<file path="src/hdl/gwc_pkg.sv">
// gwc_pkg: shared types, constants and helpers of the window coefficient generator
// no dependencies
package gwc_pkg;

    typedef enum logic [1:0] {
        CMD_RECT   = 2'd0,
        CMD_GAUSS  = 2'd1,
        CMD_SMOOTH = 2'd2,
        CMD_DELTA  = 2'd3
    } cmd_t;

    typedef struct packed {
        logic [1:0]  cmd;
        logic [14:0] scale;
        logic [11:0] scale_mult;
    } req_t;

    typedef struct packed {
        logic signed [15:0] coefficient;
        logic [5:0]         tap_index;
        logic               last;
        logic               truncated;
        logic               empty_res;
    } tap_t;

    localparam int DIV_W  = 56;
    localparam int DEN_W  = 32;
    localparam int R_W    = 19;
    localparam int E_W    = 24;
    localparam int SUM_W  = 32;

    localparam logic [18:0] K_WIDTH  = 19'd298338;
    localparam logic [23:0] EXP_MAX  = 24'hFFFFFF;
    localparam logic [55:0] R_LIMIT  = 56'(5) << 16;

    typedef struct packed {
        logic             start;
        logic [DIV_W-1:0] dividend;
        logic [DEN_W-1:0] divisor;
    } div_req_t;

    typedef struct packed {
        logic             done;
        logic [DIV_W-1:0] quotient;
    } div_rsp_t;

    typedef struct packed {
        logic           start;
        logic [R_W-1:0] r;
    } exp_req_t;

    typedef struct packed {
        logic           done;
        logic [E_W-1:0] e;
    } exp_rsp_t;

    function automatic logic signed [15:0] sat16(input logic [56:0] mag, input logic neg);
        logic signed [15:0] res;
        if (neg) begin
            if (mag > 57'd32768) begin
                res = 16'sh8000;
            end else begin
                res = 16'(57'd0 - mag);
            end
        end else begin
            if (mag > 57'd32767) begin
                res = 16'sh7FFF;
            end else begin
                res = mag[15:0];
            end
        end
        return res;
    endfunction

endpackage

</file>
<file path="src/hdl/gwc_store.sv">
// gwc_store: the two Gaussian tap memories, one write port, registered read
// depends on gwc_pkg
module gwc_store #(
    parameter int MAX_TAPS = 64
) (
    input  logic                          clk,
    input  logic                          we,
    input  logic                          sel,
    input  logic [$clog2(MAX_TAPS)-1:0]   wr_addr,
    input  logic [gwc_pkg::E_W-1:0]       wr_data,
    input  logic [$clog2(MAX_TAPS)-1:0]   rd_addr,
    output logic [gwc_pkg::E_W-1:0]       rd_first,
    output logic [gwc_pkg::E_W-1:0]       rd_second
);
    import gwc_pkg::*;

    logic [E_W-1:0] first_mem  [MAX_TAPS];
    logic [E_W-1:0] second_mem [MAX_TAPS];

    always_ff @(posedge clk) begin
        if (we && !sel) begin
            first_mem[wr_addr] <= wr_data;
        end
        rd_first <= first_mem[rd_addr];
    end

    always_ff @(posedge clk) begin
        if (we && sel) begin
            second_mem[wr_addr] <= wr_data;
        end
        rd_second <= second_mem[rd_addr];
    end

endmodule

</file>
<file path="config.mk">
export PLATFORM = sky130hd
export DESIGN_NAME = gwc_store
export DESIGN_NICKNAME = d
export VERILOG_FILES = /design/src/hdl/gwc_pkg.sv /design/src/hdl/gwc_store.sv
export SDC_FILE = /design/constraint.sdc
export NUM_CORES = 2
export LEC_CHECK = 0
export BUFFER_PORTS_ARGS = -buffer_cell sky130_fd_sc_hd__buf_2
export CAP_MARGIN = 20
export CORE_AREA = 3 3 516 518
export CTS_BUF_LIST = sky130_fd_sc_hd__clkbuf_16
export DETAILED_ROUTE_END_ITERATION = 12
export DIE_AREA = 0 0 519 521
export SYNTH_ARGS = -nofsm -noshare
export SYNTH_HDL_FRONTEND = slang
export SYNTH_SLANG_ARGS = --single-unit
</file>
<file path="constraint.sdc">
create_clock -name clk -period 3.37 [get_ports clk]
set_input_delay 0.674 -clock clk [delete_from_list [all_inputs] [get_ports clk]]
set_output_delay 0.674 -clock clk [all_outputs]
set_load 0.005 [all_outputs]
</file>
Word level (Yosys, flattened, before mapping). Memories as Yosys holds them, arrays and structs flattened. A register that Yosys moved wholly into a read port is not among the register bits. Cells that the tools add are included.

Output and inout port bits: 48. Input bits: 39. Memories kept: 2. Bits in writable memories: 3072. Word-level logic and storage cells: 9. Register bits after elaboration: 0.

Muxes and demuxes: 4. Reductions and logical operators: 3.

Memory list: first_mem (words 64, bits a word 24, read ports 1, clocked after memory_dff 1, write ports 1, line gwc_store.sv:17) `logic [E_W-1:0] first_mem [MAX_TAPS];`; second_mem (words 64, bits a word 24, read ports 1, clocked after memory_dff 1, write ports 1, line gwc_store.sv:18) `logic [E_W-1:0] second_mem [MAX_TAPS];`.

Operator list (count): $mux W1 (4); $logic_and A1 B1 Y1 (2); $logic_not A1 Y1 (1).

Depth between registers and ports, before layout.
Depth after elaboration: 4. Mapped depth: 10. Mapped depth without buffers: 5.

Worst setup path after synthesis. OpenSTA, ideal clock, no wires.

Path type: input to register. Start point: in wr_addr[5]. End point: mem first_mem[32][0], enable pin. Stages on the path: 6. Setup time: 0.405 ns. Arrival: 2.776 ns. Path buffers: 2. Slack: 0.189 ns. Required time: 2.965 ns. Cell sequence: clkbuf_1 -> or3b_2 -> clkbuf_1 -> inv_1 -> nand2_1 -> nor2_1.

RTL lines: from (decl) (line gwc_store.sv:9) `input logic [$clog2(MAX_TAPS)-1:0] wr_addr,`; to (decl) (line gwc_store.sv:17).

No word-level cell before the write port.

==> impl_metrics.csv <==
group,metric,value,unit
drt,vias_per_cell,5.96,
logic_synthesis,synth_top_area_cell,"edfxtp_1",
drt,drt_iter0_drc,6698,
clock_tree,cts_resized,0,
drt,met2_wirelength,151,mm
setup_path,r2r-start,"first_mem[36][16]$_DFFE_PP_",
place,io_buffers,86,
timing,setup_ws,766,ps
timing,rsz0062_at_grt,"no",
power,p_clk_share,42.0,%
hold_path,min_path_type,"input pin to flip-flop",
layout,fin_util,52.3,%
clock_tree,clock_sinks,3120,
drt,m1WireLength,124,mm
die,row_count,188,
setup_path,worst-path-max-fanout,15,
logic_synthesis,synthFlopType,"edfxtp_1",
drt,vias,55500,
setup_path,crit_required,4090,ps
logic_synthesis,syn_area,118000,um^2
setup_path,critPathKind,"input pin to flip-flop",
clock_tree,clk_latency,880,ps
drt,remaining_drc_errors,0,
power,p_leak,43.2,nW
power,p_switching,17.1,mW
power,ir_drop,0.468,mV
logic_synthesis,synth_edf_count,3072,
power,pwr-share-comb,5.1,%
timing,tightest_slew,986,ps
die,die_w,519,um
layout,nNetsFinal,5569,
clock_tree,root_buffer,"clkbuf_16",
place,place_hpwl,175,mm
global_route,antenna_found_initial,21,
logic_synthesis,synth_top_area_share,78.3,%
setup_path,cp-end-kind,"flip-flop",
logic_synthesis,netlist_instances,4975,
place,place_area,127000,um^2
setup_path,cp-start-kind,"input pin",
layout,synthToLayoutAreaGrowth,16.2,%
status,status,"finished clean",
logic_synthesis,yosysWarnings,0,
layout,design_area,137000,um^2
flow_run,cap_viol_max_count,0,
logic_synthesis,avgSynthCellArea,23.7,um^2
die,core_area,262000,um^2
logic_synthesis,synth_cell_types,29,
die,die_height,521,um
drt,wl_per_cell,32.7,um
timing,fin_skew,72.9,ps
global_route,grt_pass1_vias,56500,
timing,final-setup-viol-count,0,
drt,top_layer,"met5",
place,post-place-ws,-118,ps
timing,fin_worst_hold_slack,237,ps
clock_tree,tritoncts,"done",
timing,relSlewSlack,34.2,%
setup_path,worstSetupStartpoint,"rd_addr[0]",
logic_synthesis,yosysSeqAreaShare,79.1,%
clock_tree,clk_pin_slew,60,ps
hold_path,hold_path_startpoint,"wr_data[11]",
power,p_int,64.2,mW
global_route,grt_max_degree,97,
clock_tree,cts_setup_buffers,0,
drt,wl,304,mm
power,p_per_area,594,nW/um^2
setup_path,crit_arrival,3330,ps
clock_tree,cts_hold_buf,0,
die,start_util,45.0,%
timing,fmax,0.384,GHz
die,top_level_ports,87,
layout,drive_gt1_share,33.1,%
logic_synthesis,synth_seq_cells,3120,
drt,dr_wl_met3,18.9,mm
global_route,grt_use_total,22.5,%
power,switching_share,21.0,%
logic_synthesis,synth_fp_nets,5014,
timing,slew_violations,0,
timing,hold_viol_final,0,
clock_tree,clockBufferDepth,4,
place,gp_congestion,0.815,
global_route,grt_pass1_wl,433,mm
clock_tree,h-tree-depth,5,
logic_synthesis,yosys-top-cells-area,"edfxtp_1 (78%), mux4_2 (16%), mux2i_1 (0.92%)",
logic_synthesis,async_flop_share,0,%
timing,finalCritPeriodShare,77.3,%
global_route,grt.overflow.total,0,
timing,layout_min_cycle_time,2600,ps
drt,dr.pass1.iters,5,
drt,ant_nets,0,
clock_tree,numCtsBuffers,327,
die,die_area,270000,um^2
power,seqPwrFrac,52.9,%
[cell usage in the layout (no fill, tap or decap), types with 4 or more instances in the layout]
cell	n
nand2b_1	4
nor2_4	64
nor2b_1	11
o221ai_1	44
inv_6	10
a41o_1	4
a22oi_1	12
diode_2	14
clkinv_1	62
nand3b_1	8
clkbuf_16	330
a311oi_1	8
mux4_2	832
inv_1	99
nor2_1	107
mux2i_1	108
nor3_1	4
buf_12	136
a21oi_1	96
buf_4	306
clkinv_8	7
or3_1	4
a31o_2	4
nor2_2	65
dfxtp_1	48
o22ai_1	136
edfxtp_1	3072
nand2_1	32
buf_2	58
or3b_2	7
nand3_1	5
clkinvlp_4	9
clkinv_2	44
bufinv_16	26
[worst paths after layout]
kind                                                      to  slack (ps)  cells past startpoint
worst max register to register          rd_first[16]$_DFF_P_         980                      6
worst min register to register         rd_second[17]$_DFF_P_         780                      4
worst min-delay path            second_mem[16][11]$_DFFE_PP_         240                      1
worst max-delay path                    rd_first[16]$_DFF_P_         770                      9
[synth_stat cells (all sizes together), types with 5 or more instances]
| library cell | instances |
|---|---|
| edfxtp | 3072 |
| mux4 | 832 |
| nor2 | 236 |
| buf | 178 |
| o22ai | 136 |
| mux2i | 108 |
| clkbuf | 99 |
| a21oi | 96 |
| dfxtp | 48 |
| o221ai | 44 |
| nand2 | 33 |
| a22oi | 12 |
| nor2b | 12 |
| inv | 11 |
| a311oi | 8 |
| nand3b | 8 |
| nand2b | 7 |
| or3b | 7 |
| nand3 | 5 |
[worst max-delay path: stages]
cell      delay (ps)
buf_12           200
buf_12           210
buf_12           190
mux4_2           520
o221ai_1         430
a21oi_1          280
a21oi_1          520
buf_4            190
nor2_1            30
[cell families after synthesis]
kind of cell,Yosys count,share of synthesized area (%)
buf+inv,288,1.29
compound gates,304,1.66
simple gates,323,1.16
flops,3120,79.1
mux,940,16.8
[power by group through the flow]
stage                     Combinational, mW  Clock (mW)  Sequential (mW)
after floorplan                        2.03           0             43.7
after global placement                 4.17           0             43.8
after detailed placement               4.22           0             43.8
after CTS                              4.23        34.8             43.0
after global routing                   4.39        36.4             43.0
final                                  4.16        34.2             43.0
[sequential cells by signal (all words and copies together) (netlist names)]
signal	cells
rd_second	24
rd_first	24
second_mem	1536
first_mem	1536
[layout make-up]
type / instances / area (um^2)
clock inverter: 247 / 1840
timing repair buffer: 503 / 5350
antenna: 14 / 35.0
multi-input combinational: 1567 / 23800
tap: 3515 / 4400
sequential: 3120 / 93200
fill: 20200 / 125000
clock buffer: 330 / 8260
inverter: 11 / 41.3
[metrics by stage]
stage               instances  power (mW)  setup TNS [ps]
floorplan                4975        45.8               0
global placement         8716        47.9            -300
detailed placement       8716        48.0            -194
CTS                      9293        82.0               0
global route             9296        83.7               0
finish                   9307        81.3               0
[routing by layer]
metal | vias up | global-route usage (%)
li1 | 22500 | -
met1 | 30400 | 31.6
met2 | 2056 | 36.8
met3 | 488 | 3.26
met4 | 4 | 6.80
met5 | - | 0
No activity file was read; power rests on OpenSTA's default activity.
