### src/hdl/gwc_pkg.sv
// gwc_pkg: shared types, constants and helpers of the window coefficient generator
// no dependencies
package gwc_pkg;

    typedef enum logic [1:0] {
        CMD_RECT   = 2'd0,
        CMD_GAUSS  = 2'd1,
        CMD_SMOOTH = 2'd2,
        CMD_DELTA  = 2'd3
    } cmd_t;

    typedef struct packed {
        logic [1:0]  cmd;
        logic [14:0] scale;
        logic [11:0] scale_mult;
    } req_t;

    typedef struct packed {
        logic signed [15:0] coefficient;
        logic [5:0]         tap_index;
        logic               last;
        logic               truncated;
        logic               empty_res;
    } tap_t;

    localparam int DIV_W  = 56;
    localparam int DEN_W  = 32;
    localparam int R_W    = 19;
    localparam int E_W    = 24;
    localparam int SUM_W  = 32;

    localparam logic [18:0] K_WIDTH  = 19'd298338;
    localparam logic [23:0] EXP_MAX  = 24'hFFFFFF;
    localparam logic [55:0] R_LIMIT  = 56'(5) << 16;

    typedef struct packed {
        logic             start;
        logic [DIV_W-1:0] dividend;
        logic [DEN_W-1:0] divisor;
    } div_req_t;

    typedef struct packed {
        logic             done;
        logic [DIV_W-1:0] quotient;
    } div_rsp_t;

    typedef struct packed {
        logic           start;
        logic [R_W-1:0] r;
    } exp_req_t;

    typedef struct packed {
        logic           done;
        logic [E_W-1:0] e;
    } exp_rsp_t;

    function automatic logic signed [15:0] sat16(input logic [56:0] mag, input logic neg);
        logic signed [15:0] res;
        if (neg) begin
            if (mag > 57'd32768) begin
                res = 16'sh8000;
            end else begin
                res = 16'(57'd0 - mag);
            end
        end else begin
            if (mag > 57'd32767) begin
                res = 16'sh7FFF;
            end else begin
                res = mag[15:0];
            end
        end
        return res;
    endfunction

endpackage

### src/hdl/gwc_div.sv
// gwc_div: restoring divider, one quotient bit per cycle
// depends on gwc_pkg
module gwc_div (
    input  logic              clk,
    input  logic              rst_n,
    input  gwc_pkg::div_req_t req,
    output gwc_pkg::div_rsp_t rsp
);
    import gwc_pkg::*;

    localparam int CNT_W = $clog2(DIV_W);

    logic             busy_reg;
    logic             done_reg;
    logic [CNT_W-1:0] cnt_reg;
    logic [DEN_W-1:0] rem_reg;
    logic [DEN_W-1:0] den_reg;
    logic [DIV_W-1:0] quo_reg;
    logic [DEN_W:0]   trial;
    logic             fits;

    assign trial = {rem_reg, quo_reg[DIV_W-1]};
    assign fits  = trial >= {1'b0, den_reg};

    always_ff @(posedge clk or negedge rst_n) begin
        if (!rst_n) begin
            busy_reg <= 1'b0;
            done_reg <= 1'b0;
            cnt_reg  <= '0;
        end else begin
            done_reg <= 1'b0;
            if (req.start) begin
                busy_reg <= 1'b1;
                cnt_reg  <= '0;
            end else if (busy_reg) begin
                cnt_reg <= cnt_reg + 1'b1;
                if (cnt_reg == CNT_W'(DIV_W - 1)) begin
                    busy_reg <= 1'b0;
                    done_reg <= 1'b1;
                end
            end
        end
    end

    always_ff @(posedge clk) begin
        if (req.start) begin
            rem_reg <= '0;
            den_reg <= req.divisor;
            quo_reg <= req.dividend;
        end else if (busy_reg) begin
            rem_reg <= fits ? DEN_W'(trial - {1'b0, den_reg}) : trial[DEN_W-1:0];
            quo_reg <= {quo_reg[DIV_W-2:0], fits};
        end
    end

    assign rsp.done     = done_reg;
    assign rsp.quotient = quo_reg;

endmodule

### config.mk
export PLATFORM = sky130hd
export DESIGN_NAME = gwc_div
export DESIGN_NICKNAME = d
export VERILOG_FILES = /design/src/hdl/gwc_pkg.sv /design/src/hdl/gwc_div.sv
export SDC_FILE = /design/constraint.sdc
export NUM_CORES = 1
export LEC_CHECK = 0
export ABC_AREA = 1
export BUFFER_PORTS_ARGS = -buffer_cell sky130_fd_sc_hd__buf_2
export CORE_MARGIN = 2
export CORE_UTILIZATION = 40
export DETAILED_ROUTE_END_ITERATION = 8
export GPL_ROUTABILITY_DRIVEN = 0
export PLACE_DENSITY_LB_ADDON = 0.25
export REMOVE_ABC_BUFFERS = 1
export SKIP_CTS_REPAIR_TIMING = 1
export SYNTH_ARGS = -nofsm -noshare
export SYNTH_HDL_FRONTEND = slang
export SYNTH_SLANG_ARGS = --single-unit
### constraint.sdc
create_clock -name clk -period 6.22 [get_ports clk]
set_input_delay 0.933 -clock clk [delete_from_list [all_inputs] [get_ports clk]]
set_output_delay 0.933 -clock clk [all_outputs]
set_load 0.02 [all_outputs]
---- Word level (Yosys, flattened, before mapping) ----
Index checks and enable logic that the tools add are counted.
Widths: inputs -> output; s select.
word-level totals
  logic and storage cells ................. 22
  output and inout port bits .............. 57
  input port bits ......................... 91
  register bits ........................... 128
cells by class
  magnitude comparators ................... 1
  mux-type cells .......................... 11
  reductions and logical operators ........ 1
  equal/unequal tests ..................... 1
  add/sub/neg operators ................... 2
operators with widths
  kind                 count
  $mux 56              2
  $ge 33x32->1         1
  $mux 32              1
  $sub 32x32->32       1
  $mux 6               2
  $add 6x1->6 const B  1
  $eq 6x6->1 const B   1
  $mux 1               6
  $reduce_bool 2->1    1

---- Depth between registers and ports, before layout ----
  depth in word-level cells ............... 4
  depth in mapped cells ................... 17

---- Least setup slack after synthesis ----
No wires, ideal clock.
  path type ............................... in2reg
  start point ............................. input req[88] (netlist bit)
  end point ............................... register quo_reg[0] (enable)
  stages .................................. 4
  slack ................................... 2.721 ns
  path buffers ............................ 2
  arrival time ............................ 3.056 ns
  required time ........................... 5.777 ns
  path through ............................ clkbuf_1 nor2_1 inv_1 clkbuf_1
between the ends
  longest elaborated chain between the ends .. 1
RTL lines
  element                      line           text
  start: declaration           gwc_div.sv:6   input gwc_pkg::div_req_t req,
  $reduce_bool 2->1 (no line)  -
  end signal: assignment       gwc_div.sv:49  quo_reg <= req.dividend;
  end signal: assignment       gwc_div.sv:52  quo_reg <= {quo_reg[DIV_W-2:0], fits};
  end: declaration             gwc_div.sv:18  logic [DIV_W-1:0] quo_reg;
No other way between the ends.
A chain may end at the register's enable or synchronous reset.

---- Worst setup path in the final report ----
  start point ............................. register den_reg[3]
  end point ............................... register rem_reg[23]
between the ends
  longest elaborated chain between the ends .. 2
  elaborated cells on any way between the ends .. 3
  classes of those cells .................. 1 x add/sub; 1 x order compare; 1 x mux
RTL lines
  element                                         line                          text
  start: declaration                              gwc_div.sv:17                 logic [DEN_W-1:0] den_reg;
  start signal: assignment                        gwc_div.sv:48                 den_reg <= req.divisor;
  $sub 32x32->32 or $ge 33x32->1 (tied branches)  gwc_div.sv:51, gwc_div.sv:23
  $mux 32 *                                       gwc_div.sv:51                 rem_reg <= fits ? DEN_W'(trial - {1'b0, den_reg}) : trial[DEN_W-1:0];
  end signal: assignment                          gwc_div.sv:51
  end: declaration                                gwc_div.sv:16                 logic [DEN_W-1:0] rem_reg;
Every way passes the cells marked *; elsewhere a longest branch is shown, timed or not.

==> tab_implementation.tex <==
\begin{tabular}{lr}
\hline
Metric & Value \\
\hline
\multicolumn{2}{l}{\textbf{Layout}} \\
Largest register FFs & 56 \\
Ant. Diodes & 0 \\
Post-synthesis to final-layout area growth & 19.40\% \\
Count of non-filler cells in the finished layout & 1,516 \\
Layout cell share with drive strength beyond 1 & 0.1703 \\
Net count, final & 1,363 \\
\multicolumn{2}{l}{\textbf{Global routing}} \\
Pin count of the biggest net entering global routing & 65 \\
Initial antenna violation count & 0 \\
Global-route wire length before repair & 32.34 mm \\
Vias in the first global route & 6,799 \\
Residual overflow from global routing & 0 \\
Total global-route track usage & 0.1970 \\
\multicolumn{2}{l}{\textbf{Clock tree}} \\
Depth of the CTS H-tree & 4 \\
Clock latency on the worst-skew pair & 430 ps \\
Clock buffer depth & 2 \\
CTS tree & yes \\
Clock buffers created by TritonCTS & 17 \\
Clock Tree Root & sky130\_fd\_sc\_hd\_\_clkbuf\_16 \\
Number of clock sinks seen by CTS & 128 \\
CTS clock-pin slew for the worst setup and hold paths & 60 ps \\
\multicolumn{2}{l}{\textbf{Route}} \\
Count of nets left with antenna violations after detail routing & 0 \\
Count of TritonRoute iterations in the first routing pass & 5 \\
Routed length per placed instance & 12.83 um \\
Wirelength, routed & 19.45 mm \\
Vias per std cell & 4.645 \\
Remaining DRCs & 0 \\
Iter 0 DRT Violations & 405 \\
Routed via count & 7,042 \\
\multicolumn{2}{l}{\textbf{Logic synthesis}} \\
Cells taking the most area after synthesis & sky130\_fd\_sc\_hd\_\_edfxtp\_1 (33\%), sky130\_fd\_sc\_hd\_\_nand2\_1 (23\%), sky130\_fd\_sc\_hd\_\_inv\_1 (8.7\%) \\
Main combinational cell family by area after synthesis & simple AND/OR/NAND/NOR gates \\
Flop and latch count out of synthesis & 128 \\
Most common cell in the netlist & sky130\_fd\_sc\_hd\_\_nand2\_1 \\
Gate Count Post-Synth & 1,096 \\
Mean post-synth cell area & 7.237 um\^{}2 \\
Main synth FF type & sky130\_fd\_sc\_hd\_\_edfxtp\_1 \\
Biggest area consumer among synthesized cells & sky130\_fd\_sc\_hd\_\_edfxtp\_1 \\
Total number of yosys warnings & 0 \\
Number of enable-type register cells in the synthesized netlist & 88 \\
Cell area after synthesis & 7931 um\^{}2 \\
Portion of the post-synthesis area used by sequential elements & 0.4392 \\
Area fraction in compound gates after synthesis & 0.03407 \\
Unique cell type count in the Yosys netlist & 37 \\
Adder-cell area share of the yosys netlist & 0.05458 \\
Share of synthesized registers carrying an async set or reset & 0.06250 \\
Synthesized-area fraction occupied by and/or/nand/nor cells & 0.3472 \\
Share of synthesized area spent on multiplexers & 0 \\
Parity-gate share of the synthesized area counting xor and xnor cells & 0.01546 \\
Top post-synthesis cells by count & sky130\_fd\_sc\_hd\_\_nand2\_1 (477), sky130\_fd\_sc\_hd\_\_inv\_1 (184), sky130\_fd\_sc\_hd\_\_edfxtp\_1 (88), sky130\_fd\_sc\_hd\_\_nand3\_1 (73), sky130\_fd\_sc\_hd\_\_nor2\_1 (45) \\
Share of the synthesized area in the top cell type & 0.3332 \\
\multicolumn{2}{l}{\textbf{Placement}} \\
Total half-perimeter wirelength after legalization and detailed placement & 14.47 mm \\
\# port buffers & 147 \\
Post-placement cell count & 1,484 \\
\multicolumn{2}{l}{\textbf{Setup path}} \\
Reg-to-reg startpoint & den\_reg[3]\$\_DFFE\_PP\_ \\
WS Path Type & flip-flop to flip-flop \\
Crit path DAT & 3230 ps \\
Startpoint types & flip-flop \\
Largest fanout on the critical path & 34 \\
R2r setup slk & 3360 ps \\
Worst R2R Path Depth & 15 \\
Critical path data required time & 6580 ps \\
End of the worst register-to-register path & rem\_reg[23]\$\_SDFFE\_PP0P\_ \\
Kind of capture point of the worst setup path & flip-flop \\
\multicolumn{2}{l}{\textbf{Floorplanning}} \\
DIE HEIGHT & 144.8 um \\
Total Die Area & 20,970 um\^{}2 \\
Number of top-level design ports & 148 \\
Cell row count & 51 \\
Initial core utilization & 0.4075 \\
Die span in x & 144.8 um \\
Total core area & 19,460 um\^{}2 \\
\multicolumn{2}{l}{\textbf{STA}} \\
Maximum frequency from static timing analysis & 0.3491 GHz \\
Transition time of the tightest slew-check pin & 987.8 ps \\
Total Neg Setup Slack & 0 ps \\
Final min period & 2865 ps \\
Worst rel slew slack & 0.3415 \\
Final setup violation count & 0 \\
Number of hold violations in the final report & 0 \\
Fin Clk Skew & 9.311 ps \\
RSZ-0062 raised after global routing & no \\
Final Cycle Share & 0.4606 \\
Final Slew Violations & 0 \\
\multicolumn{2}{l}{\textbf{Pwr}} \\
Standby leakage power & 5.146 nW \\
PwrDens & 370.3 nW/um\^{}2 \\
Max VDD drop & 0.2022 mV \\
\multicolumn{2}{l}{\textbf{Status}} \\
Outcome & finished, final reports clean \\
\multicolumn{2}{l}{\textbf{Min path}} \\
Worst min-delay path class & input port to async pin \\
\multicolumn{2}{l}{\textbf{Job}} \\
Number of max-capacitance violations reported & 0 \\
\hline
\end{tabular}
[report_power, final]
group | total, mW | internal, mW | switching, mW | leakage (nW)
clock network | 1.03 | 0.603 | 0.424 | 0.295
registers | 1.12 | 1.05 | 0.0728 | 1.30
logic | 1.36 | 0.491 | 0.870 | 3.55
total | 3.51 | 2.14 | 1.37 | 5.15
[area by class of cell]
| cell class | instances | area (um^2) |
|---|---|---|
| Timing Repair Buffer | 152 | 775.7 |
| Tap cell | 265 | 331.6 |
| Multi-Input combinational cell | 752 | 3582 |
| Clock inverter | 15 | 170.2 |
| Fill cell | 1967 | 9992 |
| Clock buffer | 17 | 425.4 |
| Sequential cell | 128 | 3483 |
| Inverter | 187 | 701.9 |
[cell usage in the layout, fill, tap and decap left out, types with 2 or more instances in the layout]
master                        n
sky130_fd_sc_hd__nor2_1      44
sky130_fd_sc_hd__buf_4        6
sky130_fd_sc_hd__clkinv_4     2
sky130_fd_sc_hd__nor3_1       6
sky130_fd_sc_hd__xnor2_1     13
sky130_fd_sc_hd__o21ai_1     10
sky130_fd_sc_hd__inv_2        3
sky130_fd_sc_hd__nand3b_1    15
sky130_fd_sc_hd__dfxtp_1     32
sky130_fd_sc_hd__and2_1       3
sky130_fd_sc_hd__inv_6        7
sky130_fd_sc_hd__edfxtp_1    88
sky130_fd_sc_hd__a21oi_1     24
sky130_fd_sc_hd__buf_2      146
sky130_fd_sc_hd__nor2_2       6
sky130_fd_sc_hd__inv_8        2
sky130_fd_sc_hd__dfrtp_1      8
sky130_fd_sc_hd__nand3_2      8
sky130_fd_sc_hd__clkinv_1     2
sky130_fd_sc_hd__nand2_1    477
sky130_fd_sc_hd__ha_1        33
sky130_fd_sc_hd__nand3_1     73
sky130_fd_sc_hd__inv_1      183
sky130_fd_sc_hd__o21a_1       2
sky130_fd_sc_hd__clkbuf_16   17
sky130_fd_sc_hd__o21bai_1     3
sky130_fd_sc_hd__o21ai_0      8
sky130_fd_sc_hd__nand4_1      8
sky130_fd_sc_hd__nand2_2      9
sky130_fd_sc_hd__bufinv_16    2
sky130_fd_sc_hd__nor2_4       2
[stage by stage]
step / util / power [mW] / setup slack [ps] / instance area [um^2] / hold WS [ps]
4_1_cts: 0.4866 / 3.533 / 3324 / 9470 / 325.7
2_1_floorplan: - / 2.141 / 3014 / 7765 / 443.6
5_1_grt: 0.4866 / 3.776 / 3050 / 9470 / 332.8
3_5_place_dp: 0.4560 / 2.494 / 3273 / 8875 / 461.4
3_3_place_gp: 0.4560 / 2.484 / 3335 / 8875 / 458.6
6_report: 0.4866 / 3.507 / 3355 / 9470 / 336.8
[worst max-delay path by stage]
stage / from / endpoint
finish: den_reg[3]$_DFFE_PP_ / rem_reg[23]$_SDFFE_PP0P_
global route: den_reg[3]$_DFFE_PP_ / rem_reg[12]$_SDFFE_PP0P_
CTS: den_reg[3]$_DFFE_PP_ / rem_reg[12]$_SDFFE_PP0P_
detailed placement: req[88] / quo_reg[55]$_DFFE_PP_
global placement: req[88] / quo_reg[55]$_DFFE_PP_
floorplan: req[88] / quo_reg[0]$_DFFE_PP_
[critical path, cell delays in order, from the launching register on]
cell and delay, ps:
sky130_fd_sc_hd__edfxtp_1 350, sky130_fd_sc_hd__inv_1 80, sky130_fd_sc_hd__ha_1 290, sky130_fd_sc_hd__nand2_1 140, sky130_fd_sc_hd__inv_1 60, sky130_fd_sc_hd__nand2_1 60
sky130_fd_sc_hd__nand2_1 50, sky130_fd_sc_hd__nand2_1 60, sky130_fd_sc_hd__nand3_2 140, sky130_fd_sc_hd__nand2_2 120, sky130_fd_sc_hd__nand2_2 70, sky130_fd_sc_hd__nand2_2 550
sky130_fd_sc_hd__nand2_4 440, sky130_fd_sc_hd__nand2_1 190, sky130_fd_sc_hd__nand3_1 90, sky130_fd_sc_hd__nand2_1 80
[logic make-up after synthesis]
| group | count (synthesis) |
|---|---|
| compound gates | 50 |
| xor+xnor | 14 |
| fa+ha+maj | 34 |
| buf+inv | 216 |
| flops | 128 |
| simple gates | 654 |
[metal layers]
| layer | wire [um] | track usage | share of wire |
|---|---|---|---|
| met1 | 9080 | 0.2572 | 0.47 |
| met5 | 0 | 0 | 0 |
| met2 | 8703 | 0.3195 | 0.45 |
| met4 | 368 | 0.06234 | 0.019 |
| met3 | 1293 | 0.05265 | 0.066 |
Note: power is estimated with default switching activity, not from simulation.
