[config.mk]
export PLATFORM = sky130hd
export DESIGN_NAME = gwc_exp
export DESIGN_NICKNAME = d
export VERILOG_FILES = /design/src/hdl/gwc_pkg.sv /design/src/hdl/gwc_exp.sv
export SDC_FILE = /design/constraint.sdc
export NUM_CORES = 2
export LEC_CHECK = 0
export ABC_AREA = 1
export BUFFER_PORTS_ARGS = -buffer_cell sky130_fd_sc_hd__buf_2
export CORE_ASPECT_RATIO = 0.75
export CORE_MARGIN = 3
export CORE_UTILIZATION = 40
export DETAILED_ROUTE_END_ITERATION = 16
export SLEW_MARGIN = 40
export SYNTH_ARGS = -nofsm -noshare
export SYNTH_HDL_FRONTEND = slang
export SYNTH_SLANG_ARGS = --single-unit
[constraint.sdc]
create_clock -name clk -period 7.1 [get_ports clk]
set_clock_uncertainty 0.1 [all_clocks]
set_input_delay 0.71 -clock clk [delete_from_list [all_inputs] [get_ports clk]]
set_output_delay 0.71 -clock clk [all_outputs]
set_load 0.02 [all_outputs]
[src/hdl/gwc_pkg.sv]
// gwc_pkg: shared types, constants and helpers of the window coefficient generator
// no dependencies
package gwc_pkg;

    typedef enum logic [1:0] {
        CMD_RECT   = 2'd0,
        CMD_GAUSS  = 2'd1,
        CMD_SMOOTH = 2'd2,
        CMD_DELTA  = 2'd3
    } cmd_t;

    typedef struct packed {
        logic [1:0]  cmd;
        logic [14:0] scale;
        logic [11:0] scale_mult;
    } req_t;

    typedef struct packed {
        logic signed [15:0] coefficient;
        logic [5:0]         tap_index;
        logic               last;
        logic               truncated;
        logic               empty_res;
    } tap_t;

    localparam int DIV_W  = 56;
    localparam int DEN_W  = 32;
    localparam int R_W    = 19;
    localparam int E_W    = 24;
    localparam int SUM_W  = 32;

    localparam logic [18:0] K_WIDTH  = 19'd298338;
    localparam logic [23:0] EXP_MAX  = 24'hFFFFFF;
    localparam logic [55:0] R_LIMIT  = 56'(5) << 16;

    typedef struct packed {
        logic             start;
        logic [DIV_W-1:0] dividend;
        logic [DEN_W-1:0] divisor;
    } div_req_t;

    typedef struct packed {
        logic             done;
        logic [DIV_W-1:0] quotient;
    } div_rsp_t;

    typedef struct packed {
        logic           start;
        logic [R_W-1:0] r;
    } exp_req_t;

    typedef struct packed {
        logic           done;
        logic [E_W-1:0] e;
    } exp_rsp_t;

    function automatic logic signed [15:0] sat16(input logic [56:0] mag, input logic neg);
        logic signed [15:0] res;
        if (neg) begin
            if (mag > 57'd32768) begin
                res = 16'sh8000;
            end else begin
                res = 16'(57'd0 - mag);
            end
        end else begin
            if (mag > 57'd32767) begin
                res = 16'sh7FFF;
            end else begin
                res = mag[15:0];
            end
        end
        return res;
    endfunction

endpackage

[src/hdl/gwc_exp.sv]
// gwc_exp: Q0.24 Gaussian from the scaled distance, shared multiplier sequencer
// depends on gwc_pkg
module gwc_exp (
    input  logic              clk,
    input  logic              rst_n,
    input  gwc_pkg::exp_req_t req,
    output gwc_pkg::exp_rsp_t rsp
);
    import gwc_pkg::*;

    typedef enum logic [3:0] {
        E_IDLE, E_MU, E_U, E_M2, E_W2, E_M3, E_W3, E_M4, E_W4,
        E_M5, E_W5, E_M6, E_W6, E_MS, E_SQ
    } est_t;

    localparam logic [31:0] RECIP3 = 32'hAAAAAAAB;
    localparam logic [21:0] U_LIMIT = 22'(17) << 16;

    est_t           state_reg;
    logic           done_reg;
    logic [E_W-1:0] e_reg;
    logic [31:0]    a_reg;
    logic [31:0]    b_reg;
    logic [63:0]    prod_reg;
    logic [26:0]    w_reg;
    logic [23:0]    w2_reg;
    logic [19:0]    w3_reg;
    logic [19:0]    t6_reg;
    logic [3:0]     k_reg;
    logic [21:0]    u;
    logic [31:0]    p_poly;
    logic [30:0]    p_sq;
    logic [25:0]    e_full;

    assign u      = prod_reg[37:16];
    assign p_poly = 32'h4000_0000 - 32'(w_reg) + 32'(w2_reg >> 1) - 32'(t6_reg)
                    + 32'(prod_reg[63:33]);
    assign p_sq   = 31'((prod_reg + 64'h2000_0000) >> 30);
    assign e_full = 26'((32'(p_sq) + 32'd32) >> 6);

    always_ff @(posedge clk) begin
        prod_reg <= a_reg * b_reg;
    end

    always_ff @(posedge clk or negedge rst_n) begin
        if (!rst_n) begin
            state_reg <= E_IDLE;
            done_reg  <= 1'b0;
            e_reg     <= '0;
            a_reg     <= '0;
            b_reg     <= '0;
            w_reg     <= '0;
            w2_reg    <= '0;
            w3_reg    <= '0;
            t6_reg    <= '0;
            k_reg     <= '0;
        end else begin
            done_reg <= 1'b0;
            unique case (state_reg)
                E_IDLE: begin
                    if (req.start) begin
                        a_reg     <= 32'(req.r);
                        b_reg     <= 32'(req.r);
                        state_reg <= E_MU;
                    end
                end
                E_MU: state_reg <= E_U;
                E_U: begin
                    if (u >= U_LIMIT) begin
                        e_reg     <= '0;
                        done_reg  <= 1'b1;
                        state_reg <= E_IDLE;
                    end else begin
                        w_reg     <= {u[20:0], 6'b0};
                        a_reg     <= 32'({u[20:0], 6'b0});
                        b_reg     <= 32'({u[20:0], 6'b0});
                        state_reg <= E_M2;
                    end
                end
                E_M2: state_reg <= E_W2;
                E_W2: begin
                    w2_reg    <= 24'(prod_reg >> 30);
                    a_reg     <= 32'(prod_reg >> 30);
                    b_reg     <= 32'(w_reg);
                    state_reg <= E_M3;
                end
                E_M3: state_reg <= E_W3;
                E_W3: begin
                    w3_reg    <= 20'(prod_reg >> 30);
                    a_reg     <= 32'(prod_reg >> 30);
                    state_reg <= E_M4;
                end
                E_M4: state_reg <= E_W4;
                E_W4: begin
                    a_reg     <= 32'(w3_reg >> 1);
                    b_reg     <= RECIP3;
                    w3_reg    <= 20'(prod_reg >> 33);
                    state_reg <= E_M5;
                end
                E_M5: state_reg <= E_W5;
                E_W5: begin
                    t6_reg    <= 20'(prod_reg >> 33);
                    a_reg     <= 32'(w3_reg);
                    state_reg <= E_M6;
                end
                E_M6: state_reg <= E_W6;
                E_W6: begin
                    a_reg     <= p_poly;
                    b_reg     <= p_poly;
                    k_reg     <= '0;
                    state_reg <= E_MS;
                end
                E_MS: state_reg <= E_SQ;
                E_SQ: begin
                    k_reg <= k_reg + 1'b1;
                    if (k_reg == 4'd7) begin
                        e_reg     <= (e_full > 26'(EXP_MAX)) ? EXP_MAX : e_full[23:0];
                        done_reg  <= 1'b1;
                        state_reg <= E_IDLE;
                    end else begin
                        a_reg     <= 32'(p_sq);
                        b_reg     <= 32'(p_sq);
                        state_reg <= E_MS;
                    end
                end
                default: state_reg <= E_IDLE;
            endcase
        end
    end

    assign rsp.done = done_reg;
    assign rsp.e    = e_reg;

endmodule

Word level (Yosys, flattened, before mapping)

Index checks and enable logic that the tools add are counted.

Bits in registers: 246
Input port bits: 22
Logic and storage cells: 71
Output and inout port bits: 25

Add/sub/neg operators: 7
Order comparisons: 2
Muxes and demuxes: 18
$mul: 1
Bitwise logic cells: 1
Equality and inequality tests: 20
Reduce and logical (&&, ||, !) cells: 11

Operators with widths:

| cell                                                                                   | number |
|---|---|
| 32-bit one-hot mux with 7 select lines                                                 | 1 |
| 32-bit one-hot mux with 6 select lines                                                 | 1 |
| 32-bit two-way mux                                                                     | 3 |
| 24-bit two-way mux                                                                     | 3 |
| 32-bit by 32-bit multiplier with 64-bit output                                         | 1 |
| 61-bit by 30-bit adder with 61-bit output (second input constant)                      | 1 |
| 4-bit one-hot mux with 15 select lines                                                 | 1 |
| 24-bit one-hot mux with 2 select lines                                                 | 1 |
| 20-bit one-hot mux with 2 select lines                                                 | 1 |
| 31-bit by 6-bit adder with 32-bit output (second input constant)                       | 1 |
| 32-bit by 23-bit adder with 32-bit output                                              | 1 |
| 32-bit by 31-bit adder with 32-bit output                                              | 1 |
| 31-bit by 27-bit subtractor with 32-bit output (first input constant)                  | 1 |
| 32-bit by 20-bit subtractor with 32-bit output                                         | 1 |
| 4-bit == test (second input constant)                                                  | 7 |
| 26-bit by 24-bit greater-than comparator with 1-bit output (second input constant)     | 1 |
| 22-bit by 21-bit greater-or-equal comparator with 1-bit output (second input constant) | 1 |
| 4-bit by 3-bit == test with 1-bit output (second input constant)                       | 5 |
| 2-bit inequality test (second input constant)                                          | 5 |
| 4-bit by 2-bit == test with 1-bit output (second input constant)                       | 2 |
| 4-bit two-way mux                                                                      | 2 |
| 4-bit one-hot mux with 2 select lines                                                  | 1 |
| 4-bit AND reduction                                                                    | 2 |
| 7-bit nonzero test                                                                     | 1 |
| other kinds (12)                                                                       | 15 |

Longest topological paths before layout

Depth in word-level cells: 6
Mapped depth: 34
Depth with buffers taken out: 32

Worst setup path before layout

OpenSTA, ideal clock, no wires.

Path kind: register -> register
Start: register a_reg[12]
End: register prod_reg[37]
Slack: 0.431 ns
Buffers on the path: 2
Required time: 6.928 ns
Arrival: 6.497 ns
Setup time: 0.072 ns
Period minus slack after synthesis: 6.669 ns
Cell stages (with the launch flop): 26
Cells stage by stage: dfrtp_1 > clkbuf_1 > clkbuf_1 > nand2_1 > inv_1 > fa_1 > fa_1 > fa_1 > inv_1 > fa_1 > inv_1 > fa_1 > inv_1 > fa_1 > inv_1 > fa_1 > fa_1 > ha_1 > a21o_1 > a21oi_1 > a21boi_0 > nand3_1 > a21oi_1 > inv_1 > a21oi_1 > xnor2_1

Word-level cells in the longest chain between the ends: 1

RTL lines:

| item                                           | line          | source |
|---|---|---|
| start, declared                                | gwc_exp.sv:22 | `logic [31:0] a_reg;` |
| start signal, assigned                         | gwc_exp.sv:62 | `a_reg <= 32'(req.r);` |
| start signal, assigned                         | gwc_exp.sv:75 | `a_reg <= 32'({u[20:0], 6'b0});` |
| start signal, assigned                         | gwc_exp.sv:83 | `a_reg <= 32'(prod_reg >> 30);` |
| 32-bit by 32-bit multiplier with 64-bit output | gwc_exp.sv:42 | `prod_reg <= a_reg * b_reg;` |
| end signal, assigned                           | gwc_exp.sv:42 |  |
| end, declared                                  | gwc_exp.sv:24 | `logic [63:0] prod_reg;` |

No other way between the ends.
A chain may end at the register's enable or synchronous reset.

Final worst setup path

Start: register a_reg[12]
End: register prod_reg[40]

The elaborated chain is that of the path after synthesis.

==> out/metrics.yaml <==
drt:
  post_drt_wl_per_cell_um: 20.5
  initialDrtViolationCount: 3995
  num_vias: 41954
  firstDrtPassIters: 8
  drt_wl_total_mm: 171
  drc: 0
  via_per_inst: 5.03
  ant_nets: 0
yosys:
  ys_types: 53
  ys_ff_latch: 229
  syn_inst: 6531
  yosys_warnings: 0
  async_reset_ff_share_pct: 79.0
  ys.flop_type: "dfrtp_1"
  syn_nets: 7797
  synth_edf_count: 0
  synth_area_per_cell_um2: 7.50
  ys_seq_area_share_pct: 11.2
  synthesis.area_um2: 49000
timing:
  finalSetupTns_ps: 0
  worstMarginPinSlew_ps: 944
  max_slew_margin_pct: 36.4
  fin_crit_sh_pct: 97.8
  hold_viol: 0
  final.setup.worst_slack_ps: 158
  final_max_slew_viol_count: 0
  period_minus_slack_ps: 6940
  setup_viol: 0
  rsz0062_at_grt: "true"
  whs_ps: 25.5
  fmax_mhz: 144
finish:
  nets: 7959
  final_util_pct: 46.1
  final.fill_count: 12189
  area_delta_synth_final_pct: 13.8
  largest_reg_flops: 48
  antennaDiodeCount: 0
  drive_above_1_share_pct: 11.1
clocking:
  clk_latency_ps: 610
  cts_inserted_buffers: 29
  clock-root-buffer: "clkbuf_16"
  cts_tree: "done"
  cts_max_level: 1
  cts_buffer_depth: 3
  clock_sinks: 229
  clk_pin_slew_ps: 70
critical_path:
  r2r_slack_ps: 160
  cp.arrival_ps: 7360
  worstReg2RegStart: "a_reg[12]$_DFFE_PN0P_"
  r2r_end: "prod_reg[40]$_DFF_P_"
  rr_worst_depth: 25
  critical_path_class: "flip-flop to flip-flop"
  cp_data_required_time_ps: 7520
  endpoint_kind: "flip-flop"
  cp-start-kind: "flip-flop"
  crit_path_max_fanout: 9
floorplan:
  dieWidth_um: 410
  core_area_um2: 121000
  design.die.area_um2: 127000
  die_y_um: 309
  num_rows: 110
  num_io_pins: 47
  initial_core_util_pct: 40.5
global_routing:
  first_global_vias: 42766
  grt_start_max_net_pins: 62
  grt.overflow.total: 0
  grt_pass1_wl_mm: 262
  antenna_found_initial: 4
  grtUsageTotal_pct: 27.0
place:
  place.gp.congestion: 0.985
  port_buffers: 46
  place_ws_ps: -347
  dpl.hpwl_mm: 143
run_status:
  status: "finished clean"
flow_run:
  maxCapViolations: 0
hold_path:
  min-delay-path-class: "input port to asynchronous set/reset pin"
-- metrics by stage --
stage	cells	cell area, um^2
2_1_floorplan	6531	49000
3_3_place_gp	8259	53600
3_5_place_dp	8260	53600
4_1_cts	8314	54500
5_1_grt	8340	55700
6_report	8340	55700
-- logic make-up (layout without fill, tap and decap cells) --
group | count (synthesis) | count (layout) | synth area share (%)
AO/OA/AOI/OAI | 569 | 569 | 6.56
XOR/XNOR | 61 | 61 | 1.09
adder cells (fa/ha/maj) | 1244 | 1244 | 46.0
buffers and inverters | 2130 | 2315 | 16.4
flip-flops | 229 | 229 | 11.2
multiplexers | 5 | 5 | 0.115
AND/OR/NAND/NOR | 2293 | 2293 | 18.6
-- how the worst max path moves through the flow --
stage / from / to / cells after the start / slack (ps)
finish: a_reg[12]$_DFFE_PN0P_ / prod_reg[40]$_DFF_P_ / 25 / 160
global route: a_reg[13]$_DFFE_PN0P_ / prod_reg[50]$_DFF_P_ / 25 / -60
CTS: a_reg[9]$_DFFE_PN0P_ / prod_reg[59]$_DFF_P_ / 28 / 4
detailed placement: a_reg[7]$_DFFE_PN0P_ / prod_reg[50]$_DFF_P_ / 23 / -350
global placement: a_reg[7]$_DFFE_PN0P_ / prod_reg[50]$_DFF_P_ / 23 / -350
floorplan: a_reg[12]$_DFFE_PN0P_ / prod_reg[37]$_DFF_P_ / 25 / 430
-- repair_timing --
| action | 4_1_cts | 5_1_grt |
|---|---|---|
| setup endpoints to repair | 30 | 40 |
| cloned | 0 | 7 |
| setup buffers | 0 | 19 |
| pin swaps | 0 | 33 |
| gates resized for setup | 11 | 237 |
| hold endpoints to repair | 0 | 0 |
| hold buffers | 0 | 0 |
-- final cells by class --
type,count,area (um^2),area share (%)
clock buffer,40,817,1.47
timing repair buffer,445,4190,7.51
sequential,229,5510,9.88
inverter,1816,6820,12.2
multi-input combinational,4172,36300,65.1
clock inverter,14,83.8,0.150
tap,1624,2030,3.64
-- per-layer routing --
metal,vias up,wire [um],global-route usage (%)
li1,19162,-,-
met1,20808,80300,41.7
met2,1782,69400,38.8
met3,202,17800,6.11
met4,0,3680,5.04
met5,-,0,0
-- cells in the mapped netlist (4+ instances only) --
| cell type | number | share of area, % |
|---|---|---|
| nor4_1 | 8 | 0.10 |
| a31oi_1 | 26 | 0.33 |
| nand3_1 | 110 | 1.1 |
| xnor2_1 | 11 | 0.20 |
| nand2_1 | 1804 | 14 |
| nor2_2 | 19 | 0.24 |
| a21boi_0 | 8 | 0.12 |
| a21oi_1 | 158 | 1.6 |
| nor3_1 | 20 | 0.20 |
| o21ai_0 | 252 | 2.6 |
| nand3b_1 | 8 | 0.12 |
| nand2_2 | 18 | 0.23 |
| nand3_2 | 6 | 0.12 |
| o22ai_1 | 14 | 0.18 |
| clkbuf_1 | 297 | 2.3 |
| fa_1 | 932 | 38 |
| nand4_1 | 37 | 0.47 |
| inv_2 | 4 | 0.031 |
| a211oi_1 | 8 | 0.12 |
| o221ai_1 | 6 | 0.11 |
| inv_1 | 1806 | 14 |
| ha_1 | 312 | 8.0 |
| nor2_4 | 6 | 0.14 |
| o21ai_1 | 11 | 0.11 |
| nor2_1 | 250 | 1.9 |
| xor2_1 | 50 | 0.89 |
| or2_2 | 4 | 0.051 |
| buf_4 | 4 | 0.061 |
| a221oi_1 | 8 | 0.14 |
| mux2_2 | 5 | 0.11 |
| dfrtp_1 | 181 | 9.2 |
| clkinv_1 | 6 | 0.046 |
| a2111oi_0 | 4 | 0.071 |
| buf_2 | 9 | 0.092 |
| dfxtp_1 | 48 | 2.0 |
| o21bai_1 | 8 | 0.12 |
| a21o_1 | 18 | 0.28 |
| o211ai_1 | 22 | 0.34 |
| o21a_1 | 14 | 0.21 |
-- worst max-delay path, stage by stage (launching register included) --
cell and delay, ps:
dfrtp_2 500, clkbuf_16 220, nand2_1 70, inv_1 50
fa_1 530, inv_1 60, fa_1 520, inv_1 50
fa_1 500, fa_1 620, fa_1 450, fa_1 430
fa_1 540, fa_1 440, ha_1 320, buf_4 150
nand2_1 110, nor2_2 190, inv_1 150, nor2_2 150
inv_1 80, nor2_2 150, buf_4 150, a21oi_2 60
o21ai_1 100, xor2_1 180
-- cells in the final DEF (no fill, tap or decap), drive strengths merged, types with 5 or more instances in the layout --
cell,instances
a211oi,8
a21boi,8
a21o,18
a21oi,158
a221oi,8
a31oi,26
buf,436
clkbuf,49
clkinv,15
dfrtp,181
dfxtp,48
fa,932
ha,312
inv,1811
mux2,5
nand2,1822
nand3,116
nand3b,8
nand4,37
nor2,275
nor3,21
nor4,8
o211ai,22
o21a,14
o21ai,264
o21bai,8
o221ai,6
o22ai,14
xnor2,11
xor2,50
Power is not shown: default switching activity piles up to over one toggle a cycle in this logic, so the estimate is an artifact.
